==> config.mk <==
export PLATFORM = sky130hd
export DESIGN_NAME = spi_adc_conversion_reader_core
export DESIGN_NICKNAME = d
export VERILOG_FILES = /design/src/hdl/sadc_pkg.sv /design/src/hdl/sadc_ctrl.sv /design/src/hdl/sadc_datapath.sv /design/src/hdl/spi_adc_conversion_reader_core.sv
export SDC_FILE = /design/constraint.sdc
export NUM_CORES = 1
export LEC_CHECK = 0
export BUFFER_PORTS_ARGS = -buffer_cell sky130_fd_sc_hd__buf_2
export CAP_MARGIN = 20
export CORE_MARGIN = 4
export CORE_UTILIZATION = 51
export DETAILED_ROUTE_END_ITERATION = 12
export PLACE_DENSITY = 0.68
export SYNTH_ARGS = -nofsm -noshare
export SYNTH_HDL_FRONTEND = slang
export SYNTH_SLANG_ARGS = --single-unit
==> constraint.sdc <==
create_clock -name clk -period 9 [get_ports clk]
set_clock_uncertainty 0.2 [all_clocks]
set_input_delay 2.25 -clock clk [delete_from_list [all_inputs] [get_ports clk]]
set_output_delay 2.25 -clock clk [all_outputs]
set_load 0.05 [all_outputs]
==> src/hdl/sadc_pkg.sv <==
`timescale 1ns / 1ps
// shared types and constants for the serial adc conversion reader
// no dependencies

package sadc_pkg;

    localparam int CodeWidth   = 12;
    localparam int MvWidth     = 18;
    localparam int RefWidth    = 8;
    localparam int RefMvWidth  = 18;
    localparam int ProdWidth   = CodeWidth + RefMvWidth;
    localparam int CountWidth  = 5;
    localparam int CmdWidth    = 6;
    localparam int CfgIdxWidth = 1;
    localparam int CfgWidth    = 8;

    // converter kinds
    localparam logic [1:0] KIND_2CH12 = 2'd0;
    localparam logic [1:0] KIND_2CH10 = 2'd1;
    localparam logic [1:0] KIND_4CH12 = 2'd2;
    localparam logic [1:0] KIND_ALIAS = 2'd3;

    // register indexes
    localparam logic [CfgIdxWidth-1:0] REG_DEVICE_KIND     = 1'd0;
    localparam logic [CfgIdxWidth-1:0] REG_REFERENCE_VOLTS = 1'd1;

    // action codes
    localparam logic ACT_START = 1'b0;
    localparam logic ACT_TICK  = 1'b1;

    localparam logic [RefWidth-1:0]   REF_RESET    = 8'd5;
    localparam logic [RefMvWidth-1:0] MV_PER_VOLT  = 18'd1000;
    localparam logic [RefMvWidth-1:0] REF_MV_RESET = 18'd5000;

    // command templates
    localparam logic [4:0] CMD_HEAD_4CH = 5'h18;
    localparam logic [2:0] CMD_HEAD_2CH = 3'h6;
    localparam logic       CMD_TAIL_2CH = 1'b1;

    typedef struct packed {
        logic       action;
        logic [2:0] channel_bits;
        logic       miso_bit;
    } sadc_in_t;

    typedef struct packed {
        logic                 chip_select_n;
        logic                 clock_pulse;
        logic                 mosi_bit;
        logic                 done_res;
        logic [CodeWidth-1:0] raw_code;
        logic [MvWidth-1:0]   millivolts;
    } sadc_out_t;

    // controller to datapath
    typedef struct packed {
        logic step;
        logic load_item;
        logic load_calc;
    } sadc_cmd_t;

    // datapath to controller
    typedef struct packed {
        logic finishing;
    } sadc_stat_t;

endpackage

==> src/hdl/sadc_ctrl.sv <==
`timescale 1ns / 1ps
// handshake controller for the serial adc conversion reader
// depends on sadc_pkg

module sadc_ctrl
(
    input  logic                clk,
    input  logic                rst_n,
    input  logic                cmd_valid,
    output logic                cmd_stall,
    output logic                res_valid,
    input  logic                res_stall,
    input  sadc_pkg::sadc_stat_t stat,
    output sadc_pkg::sadc_cmd_t  ctl
);
    import sadc_pkg::*;

    typedef enum logic [0:0] {
        S_RUN,
        S_CALC
    } state_t;

    state_t state_reg;
    logic   res_valid_reg;
    logic   in_take;
    logic   out_take;

    assign out_take  = res_valid_reg & ~res_stall;
    assign cmd_stall = (state_reg != S_RUN) | (res_valid_reg & res_stall);
    assign in_take   = cmd_valid & ~cmd_stall;
    assign res_valid = res_valid_reg;

    assign ctl.step      = in_take;
    assign ctl.load_item = in_take & ~stat.finishing;
    assign ctl.load_calc = (state_reg == S_CALC);

    always_ff @(posedge clk or negedge rst_n)
    begin
        if (!rst_n)
        begin
            state_reg     <= S_RUN;
            res_valid_reg <= 1'b0;
        end
        else
        begin
            unique case (state_reg)
                S_RUN:
                begin
                    if (in_take && stat.finishing)
                    begin
                        state_reg     <= S_CALC;
                        res_valid_reg <= 1'b0;
                    end
                    else if (in_take)
                    begin
                        res_valid_reg <= 1'b1;
                    end
                    else if (out_take)
                    begin
                        res_valid_reg <= 1'b0;
                    end
                end
                S_CALC:
                begin
                    state_reg     <= S_RUN;
                    res_valid_reg <= 1'b1;
                end
                default:
                begin
                    state_reg <= S_RUN;
                end
            endcase
        end
    end

endmodule

==> src/hdl/sadc_datapath.sv <==
`timescale 1ns / 1ps
// shift registers, bit counter, scaling multiplier and result register
// depends on sadc_pkg

module sadc_datapath
(
    input  logic                                clk,
    input  logic                                rst_n,
    input  sadc_pkg::sadc_in_t                  beat,
    input  logic                                cfg_we,
    input  logic [sadc_pkg::CfgIdxWidth-1:0]    cfg_index,
    input  logic [sadc_pkg::CfgWidth-1:0]       cfg_data,
    input  sadc_pkg::sadc_cmd_t                 ctl,
    output sadc_pkg::sadc_stat_t                stat,
    output sadc_pkg::sadc_out_t                 result
);
    import sadc_pkg::*;

    logic                  busy_reg, busy_next;
    logic [CountWidth-1:0] bit_count_reg, bit_count_next;
    logic [CmdWidth-1:0]   command_shift_reg, command_shift_next;
    logic [CodeWidth-1:0]  reply_shift_reg, reply_shift_next;
    logic [1:0]            kind_reg, kind_next;
    logic [1:0]            device_kind_reg;
    logic [RefMvWidth-1:0] ref_mv_reg;
    logic [ProdWidth-1:0]  product_reg;
    sadc_out_t             result_reg;

    sadc_out_t             item_res;
    logic                  finishing;
    logic [1:0]            start_kind;
    logic [CountWidth-1:0] cmd_len;
    logic [CountWidth-1:0] total_len;
    logic [CountWidth-1:0] count_inc;
    logic [MvWidth-1:0]    mv_scaled;

    assign start_kind = (device_kind_reg == KIND_ALIAS) ? KIND_2CH12 : device_kind_reg;

    always_comb
    begin
        unique case (kind_reg)
            KIND_4CH12:
            begin
                cmd_len   = 5'd6;
                total_len = 5'd18;
            end
            KIND_2CH10:
            begin
                cmd_len   = 5'd4;
                total_len = 5'd14;
            end
            default:
            begin
                cmd_len   = 5'd4;
                total_len = 5'd16;
            end
        endcase
    end

    assign count_inc = bit_count_reg + 5'd1;

    always_comb
    begin
        busy_next          = busy_reg;
        bit_count_next     = bit_count_reg;
        command_shift_next = command_shift_reg;
        reply_shift_next   = reply_shift_reg;
        kind_next          = kind_reg;
        finishing          = 1'b0;
        item_res           = '0;
        item_res.chip_select_n = 1'b1;
        if (beat.action == ACT_START)
        begin
            item_res.chip_select_n = 1'b0;
            if (!busy_reg)
            begin
                kind_next = start_kind;
                if (start_kind == KIND_4CH12)
                    command_shift_next = {CMD_HEAD_4CH | {2'b00, beat.channel_bits}, 1'b0};
                else
                    command_shift_next = {2'b00, CMD_HEAD_2CH[2:1], beat.channel_bits[0],
                                          CMD_TAIL_2CH};
                reply_shift_next = '0;
                bit_count_next   = '0;
                busy_next        = 1'b1;
            end
        end
        else if (busy_reg)
        begin
            item_res.chip_select_n = 1'b0;
            item_res.clock_pulse   = 1'b1;
            if (bit_count_reg < cmd_len)
            begin
                item_res.mosi_bit  = (kind_reg == KIND_4CH12) ? command_shift_reg[5]
                                                              : command_shift_reg[3];
                command_shift_next = {command_shift_reg[CmdWidth-2:0], 1'b0};
            end
            else
            begin
                reply_shift_next = {reply_shift_reg[CodeWidth-2:0], beat.miso_bit};
            end
            if (count_inc >= total_len)
            begin
                busy_next      = 1'b0;
                bit_count_next = '0;
                finishing      = 1'b1;
            end
            else
            begin
                bit_count_next = count_inc;
            end
        end
    end

    assign stat.finishing = finishing;

    // full scale is a power of two, so the divide is a shift
    assign mv_scaled = (kind_reg == KIND_2CH10) ? product_reg[27:10] : product_reg[29:12];

    always_ff @(posedge clk or negedge rst_n)
    begin
        if (!rst_n)
        begin
            busy_reg          <= 1'b0;
            bit_count_reg     <= '0;
            command_shift_reg <= '0;
            reply_shift_reg   <= '0;
            kind_reg          <= KIND_2CH12;
            device_kind_reg   <= KIND_2CH12;
            ref_mv_reg        <= REF_MV_RESET;
        end
        else
        begin
            if (cfg_we)
            begin
                unique case (cfg_index)
                    REG_DEVICE_KIND:     device_kind_reg <= cfg_data[1:0];
                    REG_REFERENCE_VOLTS: ref_mv_reg <= 18'(cfg_data * MV_PER_VOLT);
                    default:             ;
                endcase
            end
            if (ctl.step)
            begin
                busy_reg          <= busy_next;
                bit_count_reg     <= bit_count_next;
                command_shift_reg <= command_shift_next;
                reply_shift_reg   <= reply_shift_next;
                kind_reg          <= kind_next;
            end
        end
    end

    always_ff @(posedge clk)
    begin
        if (ctl.step && finishing)
            product_reg <= reply_shift_next * ref_mv_reg;
        if (ctl.load_item)
            result_reg <= item_res;
        else if (ctl.load_calc)
        begin
            result_reg.chip_select_n <= 1'b1;
            result_reg.clock_pulse   <= 1'b1;
            result_reg.mosi_bit      <= 1'b0;
            result_reg.done_res      <= 1'b1;
            result_reg.raw_code      <= reply_shift_reg;
            result_reg.millivolts    <= mv_scaled;
        end
    end

    assign result = result_reg;

endmodule

==> src/hdl/spi_adc_conversion_reader_core.sv <==
`timescale 1ns / 1ps
// top level of the serial adc conversion reader
// depends on sadc_pkg, sadc_ctrl and sadc_datapath

// Serial ADC read controller stepped one serial clock period per input beat.
// A start beat latches the channel bits and the converter kind and lowers chip
// select; each tick beat then drives one command bit (msb first) or samples one
// reply bit. Every input beat yields exactly one result beat. Start, idle tick
// and ordinary tick beats can follow back to back. The tick that completes a
// conversion is followed by a calculate state: the code is multiplied by the
// reference in millivolts into a product register, then the scaled value is
// loaded into the result register, and input is stalled during that state. A
// result waiting in the output register does not block the next input beat
// unless it is still stalled when that beat would need the register.
// Configuration writes (index 0 device kind, index 1 reference volts) must
// happen only while idle; no clearing pass follows reset.

module spi_adc_conversion_reader_core
(
    input  logic                             clk,
    input  logic                             rst_n,
    input  logic                             cmd_valid,
    output logic                             cmd_stall,
    input  sadc_pkg::sadc_in_t               cmd_beat,
    output logic                             res_valid,
    input  logic                             res_stall,
    output sadc_pkg::sadc_out_t              res_beat,
    input  logic                             cfg_we,
    input  logic [sadc_pkg::CfgIdxWidth-1:0] cfg_index,
    input  logic [sadc_pkg::CfgWidth-1:0]    cfg_data
);
    import sadc_pkg::*;

    // command and status between controller and datapath
    sadc_cmd_t  ctl;
    sadc_stat_t stat;

    // handshake and sequencing
    sadc_ctrl u_ctrl
    (
        .clk       (clk),
        .rst_n     (rst_n),
        .cmd_valid (cmd_valid),
        .cmd_stall (cmd_stall),
        .res_valid (res_valid),
        .res_stall (res_stall),
        .stat      (stat),
        .ctl       (ctl)
    );

    // conversion state, scaling and result register
    sadc_datapath u_datapath
    (
        .clk       (clk),
        .rst_n     (rst_n),
        .beat      (cmd_beat),
        .cfg_we    (cfg_we),
        .cfg_index (cfg_index),
        .cfg_data  (cfg_data),
        .ctl       (ctl),
        .stat      (stat),
        .result    (res_beat)
    );

endmodule

==> results.py, run 1 <==
metrics = {
    "status": {
        "status": "completed",
    },
    "logic_synthesis": {
        "synth_warnings": 0,
        "synthArstFlopShare_pct": 45.5,
        "post_synth.cell_area_avg_um2": 9.57,
        "yosysTopAreaCellShare_pct": 27.0,
        "seq_area_frac_synth_pct": 21.8,
        "ys.flop_type": "dfrtp_1",
        "synth_area_leader_cell": "fa_1",
        "syn_inst": 1171,
        "ys_ff_latch": 99,
        "synth_edf_count": 23,
        "syn_nets": 1450,
        "syn_area_um2": 11200,
        "yosys-top-cells-area": "fa_1, ha_1, dfrtp_1",
        "ys_types": 56,
    },
    "pwr": {
        "vdd_ir_drop_max_mv": 0.115,
        "p_total_w": 0.00218,
        "pwr_density_cell_nw_per_um2": 180,
        "internal_power_w": 0.00120,
        "power_frac_seq_pct": 32.7,
        "p_leak_nw": 5.97,
        "p_sw_w": 0.000976,
        "clkPwrFrac_pct": 17.8,
        "p_sw_share_pct": 44.8,
        "pwr-share-comb_pct": 49.5,
    },
    "routing": {
        "drt_wl_total_um": 22200,
        "remaining_drc_errors": 0,
        "detail-route-antenna-nets": 0,
        "vias_per_cell": 5.35,
        "drt-wirelength-per-cell_um": 15.0,
        "num_vias": 7949,
        "first_iter_violations": 390,
        "dr.pass1.iters": 5,
    },
    "clock_network": {
        "cts_setup_buffers": 0,
        "clk_pin_slew_ns": 0.07,
        "cts.sinks": 99,
        "cts_buffers": 9,
        "clk_path_buf_depth": 2,
        "holdBufCountCts": 0,
        "tritoncts": "built",
        "clk_latency_ns": 0.36,
        "cts_root_buffer": "clkbuf_16",
        "postCtsResizedCells": 0,
        "cts-htree-levels": 3,
    },
    "floorplan": {
        "io_pins": 55,
        "initial_core_util_pct": 52.7,
        "die_area_um2": 24400,
        "die_h_um": 156,
        "fp.dieW_um": 156,
        "fp-row-count": 53,
        "core_area_um2": 21300,
    },
    "sta": {
        "fin_crit_ns": 8.42,
        "setup_violations": 0,
        "drv_slew": 0,
        "finalHoldViolCount": 0,
        "max-slew-margin-rel_pct": 30.5,
        "fmax_mhz": 119,
        "worst_pin_slew_ns": 1.04,
        "rsz0062_at_grt": "no",
        "fin_crit_sh_pct": 93.5,
        "setup-tns-final_ns": 0,
    },
    "cells_and_area": {
        "fill_cells": 1922,
        "drive_above_1_share_pct": 10.7,
        "largest_register_ffs": 34,
        "final_nets": 1485,
        "fin_cells": 1486,
        "layout.cells.most_common": "inv_1",
        "layout_common_cells": "inv_1, nand2_1, fa_1",
        "antenna_cells": 0,
        "areaGrowthSynthToFinish_pct": 7.89,
    },
    "min_path": {
        "worstHoldPathType": "reg2reg",
    },
    "worst_setup_path": {
        "start_kind": "input pin",
        "reg2regPathDepth": 26,
        "cp_max_fo": 14,
        "endpoint": "u_datapath.product_reg[29]",
        "timing.critical_path.from": "cmd_beat[4]",
        "worstPathArrival_ns": 8.32,
        "reg2reg_slack_ns": 1.35,
        "cp-end-kind": "flip-flop",
        "crit_type": "in2reg",
        "critPathRequiredTime_ns": 8.90,
        "r2r-start": "u_datapath.kind_reg[0]",
        "rr_endpoint": "u_datapath.product_reg[29]",
    },
    "global_routing": {
        "track_usage_pct": 19.3,
        "grt_pass1_wl_um": 39000,
        "antenna_found_initial": 0,
        "grt_start_max_net_pins": 54,
        "gr-total-overflow": 0,
        "grt_pass1_vias": 8253,
    },
    "job": {
        "max_cap_viol_count": 0,
    },
    "placement": {
        "dp_hpwl_um": 18200,
        "io_buffers": 54,
        "dp.cells": 1469,
        "place.gp.congestion": 0.836,
    },
}
==> power groups by stage <==
| stage | clock network (W) | registers (W) | logic, W |
|---|---|---|---|
| floorplan | 0 | 0.000673 | 0.000856 |
| global placement | 0 | 0.000721 | 0.00106 |
| detailed placement | 0 | 0.000721 | 0.00108 |
| CTS | 0.000398 | 0.000711 | 0.00109 |
| global route | 0.000416 | 0.000730 | 0.00124 |
| finish | 0.000388 | 0.000713 | 0.00108 |
==> kinds of logic (layout without fill, tap and decap cells) <==
logic type,count (synthesis),in the layout,share of synthesized area [%]
XOR/XNOR,35,35,2.73
flip-flops,99,99,21.8
multiplexers,53,53,4.96
AND/OR/NAND/NOR,326,326,13.3
AO/OA/AOI/OAI,153,153,9.78
adder cells (fa/ha/maj),260,260,39.1
buffers and inverters,245,285,8.27
==> worst min-delay path by stage <==
| stage | startpoint | end | slack [ns] | cells after the start |
|---|---|---|---|---|
| after floorplan | u_datapath.command_shift_reg[0] | u_datapath.command_shift_reg[0] | 0.25 | 2 |
| after global placement | u_datapath.result[30] | u_datapath.result[30] | 0.24 | 2 |
| after detailed placement | u_datapath.result[30] | u_datapath.result[30] | 0.25 | 2 |
| after CTS | u_datapath.result[30] | u_datapath.result[30] | 0.27 | 2 |
| after global routing | u_datapath.result[4] | u_datapath.result[4] | 0.29 | 2 |
| final | u_datapath.result[30] | u_datapath.result[30] | 0.26 | 2 |
==> synth_stat cells, types with 6 or more instances <==
library cell,n
o21bai_1,6
dfxtp_1,31
o21a_1,6
nor3_1,11
dfrtp_1,40
xnor2_1,23
mux2_2,20
edfxtp_1,23
buf_2,6
nor2_1,59
a22o_1,20
ha_1,109
inv_1,194
xor2_1,12
o21ai_0,34
a21o_1,12
nand2_1,156
nand3_1,10
mux2i_1,33
clkbuf_1,45
a211oi_1,18
fa_1,151
and2_1,61
a21oi_1,30
==> per-stage QoR <==
step / area [um^2] / utilization, % / worst slack (ns) / hold WS, ns
after floorplan: 11200 / - / 0.446 / 0.248
after global placement: 11800 / 55.3 / 0.382 / 0.242
after detailed placement: 11800 / 55.3 / 0.249 / 0.249
after CTS: 12100 / 56.7 / 0.613 / 0.266
after global routing: 12100 / 56.8 / 0.158 / 0.293
final: 12100 / 56.8 / 0.581 / 0.263
==> metal layers <==
metal	vias to the layer above	GRT usage, %	wire (um)
li1	3814	-	-
met1	3996	26.9	10100
met2	115	32.4	11200
met3	24	2.30	597
met4	0	4.88	325
met5	-	0	0
==> area by class of cell <==
type                       count  area, um^2  share of cell area [%]
multi-input combinational    827        7840                    64.8
sequential                    99        2440                    20.2
inverter                     194         728                    6.02
timing repair buffer          75         440                    3.64
tap                          275         344                    2.85
clock buffer                  11         253                    2.09
clock inverter                 5        42.5                   0.352
==> critical path, cell delays in order <==
cell,delay [ns]
buf_2,0.21
a21oi_1,0.10
buf_4,0.19
a22o_1,0.41
and2_1,0.26
fa_1,0.53
inv_1,0.06
fa_1,0.52
inv_1,0.05
fa_1,0.46
fa_1,0.50
inv_1,0.05
fa_1,0.47
inv_1,0.04
ha_1,0.33
a21oi_1,0.21
o21ai_0,0.17
or4_1,0.54
a41oi_1,0.26
nor3_1,0.15
o21ai_1,0.25
mux2i_1,0.21
nand3_1,0.08
Power figures use the tool's default switching activity.
==> run 2: changes to the inputs <==
--- a/config.mk
+++ b/config.mk
@@ -9,6 +9,7 @@
 export CAP_MARGIN = 20
 export CORE_MARGIN = 4
 export CORE_UTILIZATION = 51
+export CTS_CLUSTER_SIZE = 24
 export DETAILED_ROUTE_END_ITERATION = 12
 export PLACE_DENSITY = 0.68
 export SYNTH_ARGS = -nofsm -noshare
==> constraint.sdc (replaced) <==
create_clock -name clk -period 9 [get_ports clk]
set_clock_uncertainty 0.2 [all_clocks]
set_input_delay 0.9 -clock clk [delete_from_list [all_inputs] [get_ports clk]]
set_output_delay 0.9 -clock clk [all_outputs]
set_load 0.05 [all_outputs]
==> run 2 against run 1 <==
Worst hold slack better by 0.011 ns. Sequential cell count stayed put. Largest cell class unchanged. Final cell count decreased by 1.1%. Die area unchanged. Combinational power about the same. Sequential power about the same. Cell area decreased by 1.1%. Global-route usage grew 0.15 points. Critical endpoint unchanged. Utilization down 0.65 points. Highest routed layer unchanged. Wire length up 0.85%.
==> results.py, run 2 (synthesis results as in run 1) <==
metrics = {
    "pwr": {
        "internal_power_w": 0.00118,
        "pwr-share-comb_pct": 49.3,
        "clkPwrFrac_pct": 17.7,
        "p_sw_share_pct": 45.5,
        "pwr_density_cell_nw_per_um2": 181,
        "p_leak_nw": 5.88,
        "p_sw_w": 0.000986,
        "vdd_ir_drop_max_mv": 0.0996,
        "power_frac_seq_pct": 33.0,
    },
    "worst_setup_path": {
        "crit_type": "reg2reg",
        "critPathRequiredTime_ns": 8.89,
        "start_kind": "flip-flop",
        "worstPathArrival_ns": 7.81,
        "cp-end-kind": "flip-flop",
        "cp_max_fo": 16,
    },
    "routing": {
        "drt-wirelength-per-cell_um": 15.3,
        "first_iter_violations": 368,
        "dr.pass1.iters": 6,
        "num_vias": 7898,
        "vias_per_cell": 5.38,
        "drt_wl_total_um": 22400,
        "remaining_drc_errors": 0,
        "detail-route-antenna-nets": 0,
    },
    "global_routing": {
        "antenna_found_initial": 0,
        "gr-total-overflow": 0,
        "grt_pass1_vias": 7916,
        "track_usage_pct": 19.4,
        "grt_pass1_wl_um": 38800,
        "grt_start_max_net_pins": 54,
    },
    "clock_network": {
        "postCtsResizedCells": 0,
        "tritoncts": "built",
        "clk_pin_slew_ns": 0.07,
        "cts.sinks": 99,
        "holdBufCountCts": 0,
        "cts_root_buffer": "clkbuf_16",
        "cts-htree-levels": 3,
        "cts_setup_buffers": 0,
        "clk_path_buf_depth": 2,
        "cts_buffers": 9,
        "clk_latency_ns": 0.35,
    },
    "sta": {
        "drv_slew": 0,
        "fin_crit_sh_pct": 88.0,
        "finalHoldViolCount": 0,
        "hold_slack_ns": 0.274,
        "rsz0062_at_grt": "no",
        "max-slew-margin-rel_pct": 29.3,
        "setup-tns-final_ns": 0,
        "fmax_mhz": 126,
        "fin_crit_ns": 7.92,
        "setup_violations": 0,
        "worst_pin_slew_ns": 1.06,
    },
    "status": {
        "status": "completed",
    },
    "floorplan": {
        "fp.dieW_um": 156,
        "fp-row-count": 53,
        "initial_core_util_pct": 52.7,
        "io_pins": 55,
        "die_h_um": 156,
        "core_area_um2": 21300,
        "die_area_um2": 24400,
    },
    "cells_and_area": {
        "layout.cells.most_common": "inv_1",
        "multi_input_area_um2": 7840,
        "fill_cells": 1891,
        "areaGrowthSynthToFinish_pct": 6.65,
        "drive_above_1_share_pct": 9.30,
        "seqCellArea_um2": 2440,
        "layout_common_cells": "inv_1, nand2_1, fa_1",
        "final_nets": 1468,
        "largest_register_ffs": 34,
        "antenna_cells": 0,
    },
    "min_path": {
        "worstHoldPathType": "reg2reg",
    },
    "placement": {
        "dp_hpwl_um": 17900,
        "io_buffers": 54,
        "place.gp.congestion": 0.842,
    },
    "job": {
        "max_cap_viol_count": 0,
    },
}
==> run 2: per-stage QoR <==
stage / setup WS [ns] / utilization (%) / total power (W) / cells / area [um^2]
3_3_place_gp: 1.29 / 54.7 / 0.00177 / 1452 / 11700
4_1_cts: 1.10 / 56.1 / 0.00219 / 1468 / 11900
5_1_grt: 0.642 / 56.2 / 0.00238 / 1469 / 12000
6_report: 1.08 / 56.2 / 0.00217 / 1469 / 12000
2_1_floorplan: 1.80 / - / 0.00153 / 1171 / 11200
3_5_place_dp: 0.968 / 54.7 / 0.00180 / 1452 / 11700
==> run 2: power by group through the flow <==
stage          clock network [W]  logic [W]  registers (W)
5_1_grt                 0.000412    0.00123       0.000731
4_1_cts                 0.000394    0.00108       0.000715
3_3_place_gp                   0    0.00105       0.000722
6_report                0.000384    0.00107       0.000715
3_5_place_dp                   0    0.00108       0.000724
2_1_floorplan                  0   0.000856       0.000673
==> run 2: area by class of cell <==
cell class              instances  share of cell area (%)
repair buffers                 58                    2.62
well taps                     275                    2.88
clock inverters                 5                   0.345
multi-input cells             827                    65.6
clock buffers                  11                    2.03
inverters                     194                    6.09
flip-flops and latches         99                    20.5
==> run 2: worst max-delay path: stages (launching register included) <==
cell	delay (ns)
dfrtp_1	0.40
inv_1	0.07
ha_1	0.24
nand2b_4	0.10
a211o_1	0.32
a21oi_1	0.61
a22o_1	0.68
nand2_1	0.18
fa_1	0.56
inv_1	0.05
fa_1	0.48
fa_1	0.50
fa_1	0.49
inv_1	0.05
fa_1	0.47
inv_1	0.04
ha_1	0.33
a21oi_1	0.23
o21ai_0	0.18
or4_1	0.55
a41oi_1	0.26
nor3_1	0.14
o21ai_1	0.25
mux2i_1	0.21
nand3_1	0.08
==> run 2: final timing paths <==
check	start	cells after the start	endpoint	slack (ns)
worst max register to register	u_datapath.kind_reg[0]	24	u_datapath.product_reg[29]	1.08
max in group asynchronous	rst_n	2	u_datapath.ref_mv_reg[12]	7.73
worst min-delay path	u_datapath.result[30]	2	u_datapath.result[30]	0.27
min in group asynchronous	rst_n	1	u_ctrl.res_valid	0.28
worst max-delay path	u_datapath.kind_reg[0]	24	u_datapath.product_reg[29]	1.08
worst min register to register	u_datapath.result[30]	2	u_datapath.result[30]	0.27
==> run 2: routing by layer <==
metal | GRT usage [%] | wire length [um] | share of wire [%]
met1 | 26.7 | 10000 | 45
met2 | 32.4 | 11200 | 50
met3 | 2.85 | 729 | 3.3
met4 | 5.50 | 452 | 2.0
met5 | 0 | 0 | 0
==> run 3: changes to the inputs <==
--- a/config.mk
+++ b/config.mk
@@ -9,6 +9,7 @@
 export CAP_MARGIN = 20
 export CORE_MARGIN = 4
 export CORE_UTILIZATION = 51
+export CTS_BUF_LIST = sky130_fd_sc_hd__clkbuf_4
 export CTS_CLUSTER_SIZE = 24
 export DETAILED_ROUTE_END_ITERATION = 12
 export PLACE_DENSITY = 0.68
==> run 3 against run 2 <==
Sequential power hardly changed. Sequential cell count did not move. Global-route usage is 0.17 points lower. Critical endpoint unchanged.
==> results.py, run 3 (synthesis results as in run 1) <==
metrics = {
    "sta": {
        "setup_violations": 0,
        "fmax_mhz": 126,
        "finalHoldViolCount": 0,
        "max-slew-margin-rel_pct": 29.5,
        "rsz0062_at_grt": "no",
        "fin_crit_ns": 7.91,
        "worst_pin_slew_ns": 1.06,
        "drv_slew": 0,
        "setup-tns-final_ns": 0,
        "fin_crit_sh_pct": 87.8,
    },
    "routing": {
        "detail-route-antenna-nets": 0,
        "met1_length_um": 9760,
        "drt_wl_total_um": 22300,
        "routed.top_layer": "met4",
        "drt-wirelength-per-cell_um": 15.2,
        "wl_met2_um": 11100,
        "vias_per_cell": 5.37,
        "remaining_drc_errors": 0,
        "dr_wl_met3_um": 954,
        "first_iter_violations": 325,
        "dr.pass1.iters": 6,
        "num_vias": 7898,
    },
    "cells_and_area": {
        "final_nets": 1468,
        "largest_register_ffs": 34,
        "seqCellArea_um2": 2440,
        "fill_cells": 1918,
        "postLayoutCellArea_um2": 11800,
        "fin_cells": 1470,
        "drive_above_1_share_pct": 9.30,
        "areaGrowthSynthToFinish_pct": 5.21,
        "layout.cells.most_common": "inv_1",
        "multi_input_area_um2": 7840,
        "layout_common_cells": "inv_1, nand2_1, fa_1",
    },
    "pwr": {
        "clkPwrFrac_pct": 11.5,
        "internal_power_w": 0.00104,
        "p_sw_w": 0.000969,
        "vdd_ir_drop_max_mv": 0.0804,
        "power_frac_seq_pct": 35.5,
        "p_sw_share_pct": 48.1,
        "pwr_density_cell_nw_per_um2": 171,
        "p_leak_nw": 5.81,
        "pwr-share-comb_pct": 53.0,
    },
    "clock_network": {
        "holdBufCountCts": 0,
        "cts_root_buffer": "clkbuf_4",
        "cts_setup_buffers": 0,
        "cts.sinks": 99,
        "clk_pin_slew_ns": 0.18,
        "tritoncts": "built",
        "postCtsResizedCells": 0,
        "clk_path_buf_depth": 2,
        "cts-htree-levels": 3,
        "clk_latency_ns": 0.50,
        "cts_buffers": 9,
    },
    "placement": {
        "placed_area_um2": 11700,
        "dp_hpwl_um": 17900,
        "place.gp.congestion": 0.842,
        "io_buffers": 54,
        "dp.cells": 1452,
    },
    "worst_setup_path": {
        "crit_type": "reg2reg",
        "worstPathArrival_ns": 7.95,
        "cp_max_fo": 16,
        "crit_family": "adder cells",
        "reg2regPathDepth": 24,
        "cp_slowest_cell": "a22o_1",
        "critPathRequiredTime_ns": 9.04,
        "cp-end-kind": "flip-flop",
        "crit_cells": 24,
        "worst-path-buf-inv": 4,
        "start_kind": "flip-flop",
        "path_cells": "inv_1, ha_1, nand2b_4, a211o_1, a21oi_1, a22o_1, nand2_1, fa_1, inv_1, fa_1, fa_1, fa_1, inv_1, fa_1, inv_1, ha_1, a21oi_1, o21ai_0, or4_1, a41oi_1, nor3_1, o21ai_1, mux2i_1, nand3_1",
        "cp_common_cell": "fa_1",
        "max_stage_delay_ns": 0.66,
    },
    "global_routing": {
        "grt_start_max_net_pins": 54,
        "gr-total-overflow": 0,
        "grt_pass1_wl_um": 38600,
        "track_usage_pct": 19.3,
        "grt_pass1_vias": 7897,
        "antenna_found_initial": 1,
    },
    "floorplan": {
        "die_h_um": 156,
        "fp.dieW_um": 156,
        "core_area_um2": 21300,
        "io_pins": 55,
        "initial_core_util_pct": 52.7,
        "fp-row-count": 53,
        "die_area_um2": 24400,
    },
    "min_path": {
        "worstHoldPathType": "in2async",
    },
    "job": {
        "max_cap_viol_count": 0,
    },
    "status": {
        "status": "completed",
    },
}
[run 3: changes by cell type in the layout (fill, tap and decap cells not counted)]
cell | previous run | this run
clkinv_1 | 0 | 1
clkbuf_16 | 9 | 0
clkbuf_8 | 1 | 0
clkbuf_1 | 1 | 0
clkbuf_4 | 0 | 10
diode_2 | 0 | 1
[run 3: path summary, 6_finish.rpt]
kind / start / end / slack (ns)
max: u_datapath.kind_reg[0] / u_datapath.product_reg[29] / 1.09
min: rst_n / u_ctrl.res_valid / 0.10
max reg2reg: u_datapath.kind_reg[0] / u_datapath.product_reg[29] / 1.09
min reg2reg: u_datapath.result[30] / u_datapath.result[30] / 0.28
max in group asynchronous: rst_n / u_datapath.ref_mv_reg[12] / 7.89
min in group clk: u_datapath.result[30] / u_datapath.result[30] / 0.28
[run 3: final cells by class]
type,instances,area share [%]
diodes,1,0.0212
clock buffers,10,0.637
clock inverters,6,0.382
inverters,194,6.17
multi-input cells,827,66.5
flip-flops and latches,99,20.7
well taps,275,2.92
repair buffers,58,2.65
[run 3: per-layer routing]
metal  global-route usage [%]  vias to the layer above
met5                        0                        -
met4                     5.58                        0
met3                     2.77                       29
met2                     32.2                      149
met1                     26.3                     3939
li1                         -                     3781
[run 3: power groups by stage]
stage / Sequential (W) / Clock [W] / Combinational [W]
5_1_grt: 0.000731 / 0.000256 / 0.00123
3_5_place_dp: 0.000724 / 0 / 0.00108
4_1_cts: 0.000714 / 0.000239 / 0.00108
2_1_floorplan: 0.000673 / 0 / 0.000856
3_3_place_gp: 0.000722 / 0 / 0.00105
6_report: 0.000715 / 0.000232 / 0.00107
[run 3: metrics by stage]
step	setup WS (ns)	power, W	hold slack, ns	utilization [%]
6_report	1.09	0.00201	0.104	55.4
5_1_grt	0.628	0.00222	0.110	55.4
3_3_place_gp	1.29	0.00177	0.245	54.7
2_1_floorplan	1.80	0.00153	0.248	-
4_1_cts	1.09	0.00204	0.286	55.3
3_5_place_dp	0.968	0.00180	0.262	54.7
